File: src/rtl/tmls_pkg.sv
// tmls_pkg: shared types and constants of the thick midpoint line span unit
// no dependencies; imported by the controller, the datapath and the top level

package tmls_pkg;

	// grid and result limits
	localparam int GRID_SPAN   = 64;
	localparam int MAX_RESULTS = 64;
	localparam int CAP         = (GRID_SPAN < MAX_RESULTS) ? GRID_SPAN : MAX_RESULTS;
	localparam int CNT_W       = $clog2(CAP + 1);

	// field widths
	localparam int COORD_W = 6;
	localparam int ROW_W   = 8;
	localparam int HALF_W  = 5;
	localparam int DEC_W   = 10;

	localparam logic STATUS_OK     = 1'b0;
	localparam logic STATUS_REJECT = 1'b1;

	typedef enum logic [0:0] {
		ST_IDLE,
		ST_EMIT
	} tmls_state_t;

	// controller to datapath
	typedef struct packed {
		logic load;
		logic step;
	} tmls_cmd_t;

	// datapath to controller
	typedef struct packed {
		logic last;
	} tmls_status_t;

endpackage

File: src/rtl/tmls_cmd_if.sv
// tmls_cmd_if: valid/ready channel that carries one line request
// depends on tmls_pkg for field widths

interface tmls_cmd_if
	import tmls_pkg::*;
	();
	logic               valid;
	logic               ready;
	logic [COORD_W-1:0] start_x;
	logic [COORD_W-1:0] start_y;
	logic [COORD_W-1:0] end_x;
	logic [COORD_W-1:0] end_y;
	logic [COORD_W-1:0] thickness;

	modport source (output valid, start_x, start_y, end_x, end_y, thickness, input ready);
	modport sink (input valid, start_x, start_y, end_x, end_y, thickness, output ready);
endinterface

File: src/rtl/tmls_res_if.sv
// tmls_res_if: valid/ready channel that carries one span result
// depends on tmls_pkg for field widths

interface tmls_res_if
	import tmls_pkg::*;
	();
	logic                    valid;
	logic                    ready;
	logic [COORD_W-1:0]      column_x;
	logic signed [ROW_W-1:0] center_y;
	logic signed [ROW_W-1:0] span_low_y;
	logic signed [ROW_W-1:0] span_high_y;
	logic                    status;
	logic                    last_span;

	modport source (output valid, column_x, center_y, span_low_y, span_high_y, status,
		last_span, input ready);
	modport sink (input valid, column_x, center_y, span_low_y, span_high_y, status,
		last_span, output ready);
endinterface

File: src/rtl/tmls_ctrl.sv
// tmls_ctrl: request sequencer of the span unit (idle / emit)
// depends on tmls_pkg for the state enum and the command/status structs

module tmls_ctrl
	import tmls_pkg::*;
(
	input  logic         clk,
	input  logic         arst_n,
	input  logic         in_valid,
	output logic         in_ready,
	output logic         out_valid,
	input  logic         out_ready,
	input  tmls_status_t status,
	output tmls_cmd_t    cmd
);

	tmls_state_t state_q;
	tmls_state_t state_d;

	always_ff @(posedge clk or negedge arst_n) begin
		if (!arst_n) begin
			state_q <= ST_IDLE;
		end else begin
			state_q <= state_d;
		end
	end

	always_comb begin
		state_d = state_q;
		case (state_q)
			ST_IDLE: begin
				if (in_valid) begin
					state_d = ST_EMIT;
				end
			end
			ST_EMIT: begin
				if (out_ready && status.last) begin
					state_d = ST_IDLE;
				end
			end
			default: begin
				state_d = ST_IDLE;
			end
		endcase
	end

	always_comb begin
		in_ready  = 1'b0;
		out_valid = 1'b0;
		cmd       = '0;
		case (state_q)
			ST_IDLE: begin
				in_ready = 1'b1;
				cmd.load = in_valid;
			end
			ST_EMIT: begin
				out_valid = 1'b1;
				cmd.step  = out_ready && !status.last;
			end
			default: begin
				in_ready = 1'b0;
			end
		endcase
	end

endmodule

File: src/rtl/tmls_dp.sv
// tmls_dp: midpoint decision datapath, column walker and span result registers
// depends on tmls_pkg for widths and the command/status structs

module tmls_dp
	import tmls_pkg::*;
(
	input  logic                    clk,
	input  logic                    arst_n,
	input  tmls_cmd_t               cmd,
	output tmls_status_t            status,
	input  logic [COORD_W-1:0]      start_x,
	input  logic [COORD_W-1:0]      start_y,
	input  logic [COORD_W-1:0]      end_x,
	input  logic [COORD_W-1:0]      end_y,
	input  logic [COORD_W-1:0]      thickness,
	output logic [COORD_W-1:0]      column_x,
	output logic signed [ROW_W-1:0] center_y,
	output logic signed [ROW_W-1:0] span_low_y,
	output logic signed [ROW_W-1:0] span_high_y,
	output logic                    status_bit,
	output logic                    last_span
);

	localparam logic signed [DEC_W:0] DEC_MAX = (DEC_W + 1)'((1 <<< (DEC_W - 1)) - 1);
	localparam logic signed [DEC_W:0] DEC_MIN = (DEC_W + 1)'(-(1 <<< (DEC_W - 1)));

	function automatic logic signed [DEC_W-1:0] sat_add(logic signed [DEC_W-1:0] a,
		logic signed [DEC_W-1:0] b);
		logic signed [DEC_W:0] sum;
		sum = {a[DEC_W-1], a} + {b[DEC_W-1], b};
		if (sum > DEC_MAX) begin
			return DEC_MAX[DEC_W-1:0];
		end else if (sum < DEC_MIN) begin
			return DEC_MIN[DEC_W-1:0];
		end
		return sum[DEC_W-1:0];
	endfunction

	// walker registers
	logic [COORD_W-1:0]      cur_x_q;
	logic [COORD_W-1:0]      end_col_q;
	logic signed [ROW_W-1:0] cur_y_q;
	logic signed [ROW_W-1:0] low_q;
	logic signed [ROW_W-1:0] high_q;
	logic signed [DEC_W-1:0] decision_q;
	logic signed [DEC_W-1:0] step_east_q;
	logic signed [DEC_W-1:0] step_diag_q;
	logic                    going_down_q;
	logic                    reject_q;
	logic                    last_q;
	logic [CNT_W-1:0]        count_q;

	// setup terms
	logic [COORD_W-1:0]      ady;
	logic                    reject;
	logic                    going_down;
	logic [HALF_W-1:0]       half;
	logic signed [DEC_W-1:0] dx;
	logic signed [DEC_W-1:0] dy;
	logic signed [DEC_W-1:0] sdy;
	logic signed [ROW_W-1:0] y0_row;
	logic signed [ROW_W-1:0] half_row;

	// step terms
	logic                    diag;
	logic signed [ROW_W-1:0] y_inc;
	logic [COORD_W-1:0]      next_x;
	logic [CNT_W-1:0]        next_count;

	always_comb begin
		ady        = (start_y > end_y) ? (start_y - end_y) : (end_y - start_y);
		reject     = !(thickness[0] && (thickness <= ady));
		going_down = (start_x != end_x) && (start_y != end_y)
			&& ((end_x > start_x) != (end_y > start_y));
		half       = thickness[COORD_W-1:1];
		dx         = DEC_W'($signed({1'b0, end_x})) - DEC_W'($signed({1'b0, start_x}));
		dy         = DEC_W'($signed({1'b0, end_y})) - DEC_W'($signed({1'b0, start_y}));
		// negative slope: y deltas negated, which covers both forms with one expression
		sdy        = going_down ? -dy : dy;
		y0_row     = ROW_W'($signed({1'b0, start_y}));
		half_row   = ROW_W'($signed({1'b0, half}));

		diag       = decision_q > 0;
		y_inc      = going_down_q ? -ROW_W'(1) : ROW_W'(1);
		next_x     = cur_x_q + COORD_W'(1);
		next_count = count_q + CNT_W'(1);
	end

	// control state
	always_ff @(posedge clk or negedge arst_n) begin
		if (!arst_n) begin
			last_q  <= 1'b0;
			count_q <= '0;
		end else if (cmd.load) begin
			last_q  <= reject || (start_x >= end_x) || (CAP == 1);
			count_q <= '0;
		end else if (cmd.step) begin
			last_q  <= (next_x >= end_col_q) || (next_count == CNT_W'(CAP - 1));
			count_q <= next_count;
		end
	end

	// payload state
	always_ff @(posedge clk) begin
		if (cmd.load) begin
			reject_q     <= reject;
			going_down_q <= going_down;
			end_col_q    <= end_x;
			decision_q   <= (sdy <<< 1) - dx;
			step_east_q  <= sdy <<< 1;
			step_diag_q  <= (sdy - dx) <<< 1;
			if (reject) begin
				cur_x_q <= '0;
				cur_y_q <= '0;
				low_q   <= '0;
				high_q  <= '0;
			end else begin
				cur_x_q <= start_x;
				cur_y_q <= y0_row;
				low_q   <= y0_row - half_row;
				high_q  <= y0_row + half_row;
			end
		end else if (cmd.step) begin
			cur_x_q <= next_x;
			if (diag) begin
				decision_q <= sat_add(decision_q, step_diag_q);
				cur_y_q    <= cur_y_q + y_inc;
				low_q      <= low_q + y_inc;
				high_q     <= high_q + y_inc;
			end else begin
				decision_q <= sat_add(decision_q, step_east_q);
			end
		end
	end

	assign status.last = last_q;
	assign column_x    = cur_x_q;
	assign center_y    = cur_y_q;
	assign span_low_y  = low_q;
	assign span_high_y = high_q;
	assign status_bit  = reject_q ? STATUS_REJECT : STATUS_OK;
	assign last_span   = last_q;

endmodule

File: src/rtl/thick_midpoint_line_spans_unit.sv
// thick_midpoint_line_spans_unit: top level of the thick midpoint line span unit
// depends on tmls_pkg, tmls_cmd_if, tmls_res_if, tmls_ctrl and tmls_dp
//
//  channel | dir | payload                                                  | handshake
//  --------+-----+----------------------------------------------------------+----------
//  cmd     | in  | start_x, start_y, end_x, end_y, thickness                | valid/ready
//  res     | out | column_x, center_y, span_low_y, span_high_y, status,     | valid/ready
//          |     | last_span                                                |
//
// a request is accepted and its decision terms are loaded in a setup step, then the
// unit emits n columns (n = 1 for a rejected thickness or start_x >= end_x, else
// end_x - start_x + 1, at most 64), set by the single decision accumulator that
// advances one column per delivered result
// cmd.ready is high only in idle; the next request is accepted in the cycle after
// the last result is taken
// a stall on res holds the result registers and the walker where they are
// arst_n returns the sequencer to idle; no clearing pass is needed

module thick_midpoint_line_spans_unit
	import tmls_pkg::*;
(
	input logic        clk,
	input logic        arst_n,
	tmls_cmd_if.sink   cmd,
	tmls_res_if.source res
);

	// command and status between sequencer and datapath
	tmls_cmd_t    dp_cmd;
	tmls_status_t dp_status;

	// idle/emit sequencer: owns both handshakes
	tmls_ctrl u_ctrl (
		.clk       (clk),
		.arst_n    (arst_n),
		.in_valid  (cmd.valid),
		.in_ready  (cmd.ready),
		.out_valid (res.valid),
		.out_ready (res.ready),
		.status    (dp_status),
		.cmd       (dp_cmd)
	);

	// midpoint walker; its registers drive the result payload directly
	tmls_dp u_dp (
		.clk         (clk),
		.arst_n      (arst_n),
		.cmd         (dp_cmd),
		.status      (dp_status),
		.start_x     (cmd.start_x),
		.start_y     (cmd.start_y),
		.end_x       (cmd.end_x),
		.end_y       (cmd.end_y),
		.thickness   (cmd.thickness),
		.column_x    (res.column_x),
		.center_y    (res.center_y),
		.span_low_y  (res.span_low_y),
		.span_high_y (res.span_high_y),
		.status_bit  (res.status),
		.last_span   (res.last_span)
	);

endmodule

File: src/flat_wrapper.sv
// flat-port wrapper written by rule: the top's interface ports become plain ports
module thick_midpoint_line_spans_unit_flat import tmls_pkg::*;
  (clk, arst_n, cmd_valid, cmd_start_x, cmd_start_y, cmd_end_x, cmd_end_y, cmd_thickness, cmd_ready, res_valid, res_column_x, res_center_y, res_span_low_y, res_span_high_y, res_status, res_last_span, res_ready);
  tmls_cmd_if cmd_i ();
  tmls_res_if res_i ();
  input logic clk;
  input logic arst_n;
  input wire logic [$bits(cmd_i.valid)-1:0] cmd_valid;
  input wire logic [$bits(cmd_i.start_x)-1:0] cmd_start_x;
  input wire logic [$bits(cmd_i.start_y)-1:0] cmd_start_y;
  input wire logic [$bits(cmd_i.end_x)-1:0] cmd_end_x;
  input wire logic [$bits(cmd_i.end_y)-1:0] cmd_end_y;
  input wire logic [$bits(cmd_i.thickness)-1:0] cmd_thickness;
  output wire logic [$bits(cmd_i.ready)-1:0] cmd_ready;
  output wire logic [$bits(res_i.valid)-1:0] res_valid;
  output wire logic [$bits(res_i.column_x)-1:0] res_column_x;
  output wire logic [$bits(res_i.center_y)-1:0] res_center_y;
  output wire logic [$bits(res_i.span_low_y)-1:0] res_span_low_y;
  output wire logic [$bits(res_i.span_high_y)-1:0] res_span_high_y;
  output wire logic [$bits(res_i.status)-1:0] res_status;
  output wire logic [$bits(res_i.last_span)-1:0] res_last_span;
  input wire logic [$bits(res_i.ready)-1:0] res_ready;
  assign cmd_i.valid = cmd_valid;
  assign cmd_i.start_x = cmd_start_x;
  assign cmd_i.start_y = cmd_start_y;
  assign cmd_i.end_x = cmd_end_x;
  assign cmd_i.end_y = cmd_end_y;
  assign cmd_i.thickness = cmd_thickness;
  assign cmd_ready = cmd_i.ready;
  assign res_valid = res_i.valid;
  assign res_column_x = res_i.column_x;
  assign res_center_y = res_i.center_y;
  assign res_span_low_y = res_i.span_low_y;
  assign res_span_high_y = res_i.span_high_y;
  assign res_status = res_i.status;
  assign res_last_span = res_i.last_span;
  assign res_i.ready = res_ready;
  thick_midpoint_line_spans_unit u_core (.clk(clk), .arst_n(arst_n), .cmd(cmd_i), .res(res_i));
endmodule
File: config.mk
export PLATFORM = sky130hd
export DESIGN_NAME = thick_midpoint_line_spans_unit_flat
export DESIGN_NICKNAME = d
export VERILOG_FILES = /design/src/rtl/tmls_pkg.sv /design/src/rtl/tmls_cmd_if.sv /design/src/rtl/tmls_res_if.sv /design/src/rtl/tmls_ctrl.sv /design/src/rtl/tmls_dp.sv /design/src/rtl/thick_midpoint_line_spans_unit.sv /design/src/flat_wrapper.sv
export SDC_FILE = /design/constraint.sdc
export NUM_CORES = 1
export LEC_CHECK = 0
export BUFFER_PORTS_ARGS = -buffer_cell sky130_fd_sc_hd__buf_2
export CAP_MARGIN = 20
export CORE_MARGIN = 2
export CORE_UTILIZATION = 39
export CTS_BUF_LIST = sky130_fd_sc_hd__clkbuf_8
export CTS_CLUSTER_SIZE = 14
export DETAILED_ROUTE_END_ITERATION = 10
export MAX_ROUTING_LAYER = met4
export PLACE_DENSITY = 0.64
export REMOVE_ABC_BUFFERS = 1
export SYNTH_ARGS = -nofsm -noshare
export SYNTH_HDL_FRONTEND = slang
export SYNTH_HIERARCHICAL = 1
export SYNTH_SLANG_ARGS = --single-unit
File: constraint.sdc
create_clock -name clk -period 5.05 [get_ports clk]
set_input_delay 0 -clock clk [delete_from_list [all_inputs] [get_ports clk]]
set_output_delay 0 -clock clk [all_outputs]
set_load 0.01 [all_outputs]
==> metrics <==
First-pass DRT Iterations=4; simple logic cell fraction of the synthesized area=0.116; most used flip-flop cell after synthesis=edfxtp_1; run status=finished, final reports clean; initial antenna violation count=0; synthesized-area fraction occupied by xor and xnor cells=0.110; Post-Syn Instances=730; RSZ-0062 raised after global routing=no; clock latency reported for the late side of the worst-skew pair=370 ps; starting DRC count in detailed routing=255; CTS tree=yes; global-route wire length before repair=26100 um; Max Root-Sink Buffers=2; area of the mapped netlist=0.00687 sq mm; adder and majority gate portion of the synthesized area=0.206; number of distinct library cells after synthesis=59; Synth area leader=edfxtp_1; gate family responsible for the most delay along the worst path=compound AO/OA/AOI/OAI gates; proportion of netlist area held by the largest area contributor=0.288; relative area change from synthesis to final layout=13.2%; number of buffers and inverters on the critical path=4; maximum number of pins on one net before global-route repair=66; power share of the clock group=0.110; worst-path cell with the longest stage delay=dlygate4sd3_1; total vias in the final route=5350; CP Cell Sequence=dlygate4sd3_1, buf_2, inv_1, ha_1, nor2b_1, o31a_1, o41ai_2, xnor2_1, nand2_1, inv_1, nand2_1, xnor2_1, ha_1, nand3_1, o211ai_1, o21ai_0, nand2b_1, a21oi_1, o31ai_1, a21oi_1, xnor2_1, o21ai_1; leading cell type by number of instances after synthesis=ha_1; gp weighted congestion=0.869; Setup TNS=0 ps; Max Fanout on Critical Path=6; synthesized area per cell=9.42 sq um; Root Buffer Master=clkbuf_8; final hold viol count=0; Filler Cells Inserted=1684; Data required, critical path=5160 ps; critical setup path kind=in -> reg; remaining number of nets flagged by the antenna check after routing=0; total congestion overflow=0; number of max-slew violations in the final report=0; Critical Path Sink Type=flop; critical register-to-register path endpoint=u_core/u_dp/decision_q[3]; I/O Buffers=67; instance count after placement with tap cells included=1010; end point of the most critical hold path=u_core/u_dp/column_x[4]; Setup-failing EPs final=0; count of inserted antenna diode cells=0; post-detailed-routing wire length=16100 um; post-synthesis sequential area ratio=0.321; Comb pwr share=0.615; worst hold path startpoint=cmd_start_x[4]; cell row count=48; Sw Pwr=2040 uW; worst vdd ir=0.000331 V; register area=0.00221 sq mm; starting density of the core=0.399; slew at the pin with the worst max-slew slack=747 ps; share of post-route cells with drive strength above 1=0.134; area fraction in compound gates after synthesis=0.186; Crit Reg-Reg Startpoint=u_core/u_dp/decision_q[2]; ratio of total power to cell area=594 mW/mm^2; worst max-slew margin expressed relative to the limit=0.499; leading post-synthesis cells by cell area=edfxtp_1 (29%), ha_1 (17%), xnor2_1 (5.9%); Final nets=948; most used cell along the critical path=xnor2_1; combined global-route utilization of all metal layers=0.186; portion of the clock cycle consumed by the worst path in the final layout=0.845; stage delay of the slowest cell on the critical path=510 ps; fraction of registers with async set or reset after synthesis=0.120; warning count from the yosys run=6; DRC violation count after routing=0; worst hold stages=3; number of global-route vias before repair=5136; routed length per placed instance=15.5 um; multiplexer share of the synthesized area=0.00601; combinational family with the most area after synthesis=adder cells; Worst Reg-to-Reg Cells=10; Die Span X=137 um; area of combinational cells with multiple inputs=0.00429 sq mm; critical path launch point=cmd_start_x[1]; clock slew seen by the registers of the worst setup and hold paths=90 ps; Worst R2R Setup Slack=1730 ps; clk sink count=75; register share of total power=0.275; FMAX=0.234 GHz; most frequent cells after synthesis=ha_1 (94), inv_1 (75), edfxtp_1 (66); overall die height=137 um; setup clock skew after layout=13.5 ps; time the final worst path needs with I/O delays and setup=4270 ps; total die area=0.0187 sq mm; endpoint arrival time on the critical path=4380 ps; Placeable Area=0.0172 sq mm; Max-Cap Viols=0; startpoint class of the critical path=input pin; final standard cell count with taps included and fillers excluded=1038; total CTS buffers=9; top-level port count=68; number of enable flip-flop cells after synthesis=66; net switching share of the total power=0.442; type of the tightest min-delay check=in -> reg; maximum level of the CTS H-tree=3; number of synthesized register bits=75; leakage component of the power=0.00346 uW; Post-DP HPWL=12500 um; DR vias/cell=5.15; Internal Dissipation=2580 uW; number of buffers inserted by post-CTS setup repair=0
==> cell families (layout without fill, tap and decap cells) <==
group	after synthesis	after routing
adder cells (fa/ha/maj)	106	106
AND/OR/NAND/NOR	173	173
multiplexers	4	4
AO/OA/AOI/OAI	194	194
XOR/XNOR	84	84
flip-flops	75	75
buffers and inverters	94	177
==> state kept, by name, indices dropped and copies added (netlist names) <==
register,cells
u_core/u_dp/end_col_q,6
u_core/u_dp/count_q,7
u_core/u_dp/step_diag_q,9
u_core/u_dp/center_y,8
u_core/u_dp/span_low_y,8
u_core/u_dp/going_down_q,1
u_core/u_dp/step_east_q,9
u_core/u_dp/column_x,6
u_core/u_dp/span_high_y,8
u_core/u_dp/reject_q,1
u_core/u_ctrl/state_q,1
u_core/u_dp/decision_q,10
u_core/u_dp/last_span,1
==> power by group through the flow <==
stage          registers (uW)  logic (uW)  clock network (uW)
6_report                 1270        2840                 508
5_1_grt                  1300        3180                 553
4_1_cts                  1270        2840                 526
3_5_place_dp             1280        2810                   0
3_3_place_gp             1280        2780                   0
2_1_floorplan            1290        2080                   0
==> stage by stage <==
| step | setup WS (ps) | cell area (sq um) | hold WS [ps] | power [uW] | utilization |
|---|---|---|---|---|---|
| 2_1_floorplan | 1020 | 6780 | -296 | 3370 | - |
| 6_report | 781 | 7780 | 52.6 | 4620 | 0.451 |
| 3_5_place_dp | 898 | 7440 | -133 | 4090 | 0.432 |
| 5_1_grt | 389 | 7780 | 56.3 | 5030 | 0.451 |
| 3_3_place_gp | 992 | 7440 | -135 | 4060 | 0.432 |
| 4_1_cts | 773 | 7780 | 28.1 | 4640 | 0.451 |
==> layout by cell type, fill, tap and decap left out, types with 23 or more instances in the layout <==
| master | count |
|---|---|
| ha_1 | 94 |
| inv_1 | 76 |
| buf_2 | 67 |
| edfxtp_1 | 66 |
| nor2_1 | 59 |
| a21oi_1 | 58 |
| nand2_1 | 49 |
| xnor2_1 | 46 |
| xor2_1 | 37 |
| o21ai_0 | 23 |
==> tightest hold or removal path, stage by stage <==
cell and delay [ps]:
buf_2 100, inv_1 80, o31ai_1 80
==> cell type report <==
class,instances,share of cell area
clock buffers,12,0.0212
clock inverters,4,0.00627
inverters,77,0.0372
multi-input cells,561,0.552
flip-flops and latches,75,0.284
well taps,225,0.0362
repair buffers,84,0.0634
==> how the worst max path moves through the flow <==
stage | to | cells past startpoint
floorplan | u_core/u_dp/span_high_y[6] | 20
global placement | u_core/u_dp/decision_q[8] | 18
detailed placement | u_core/u_dp/span_low_y[5] | 21
CTS | u_core/u_dp/decision_q[8] | 19
global route | u_core/u_dp/decision_q[9] | 22
finish | u_core/u_dp/decision_q[9] | 22
==> routing by layer <==
metal | track usage | vias up | share of wire
met5 | - | - | 0
met4 | 0.0469 | 0 | 0.0099
met3 | 0.0270 | 13 | 0.040
met2 | 0.291 | 116 | 0.45
met1 | 0.254 | 2467 | 0.50
li1 | - | 2754 | -
==> timing repair <==
action / CTS / global route
hold buffers: 12 / 0
gates resized for setup: 0 / 0
hold endpoints to repair: 18 / 0
No activity file was read; power rests on OpenSTA's default activity.
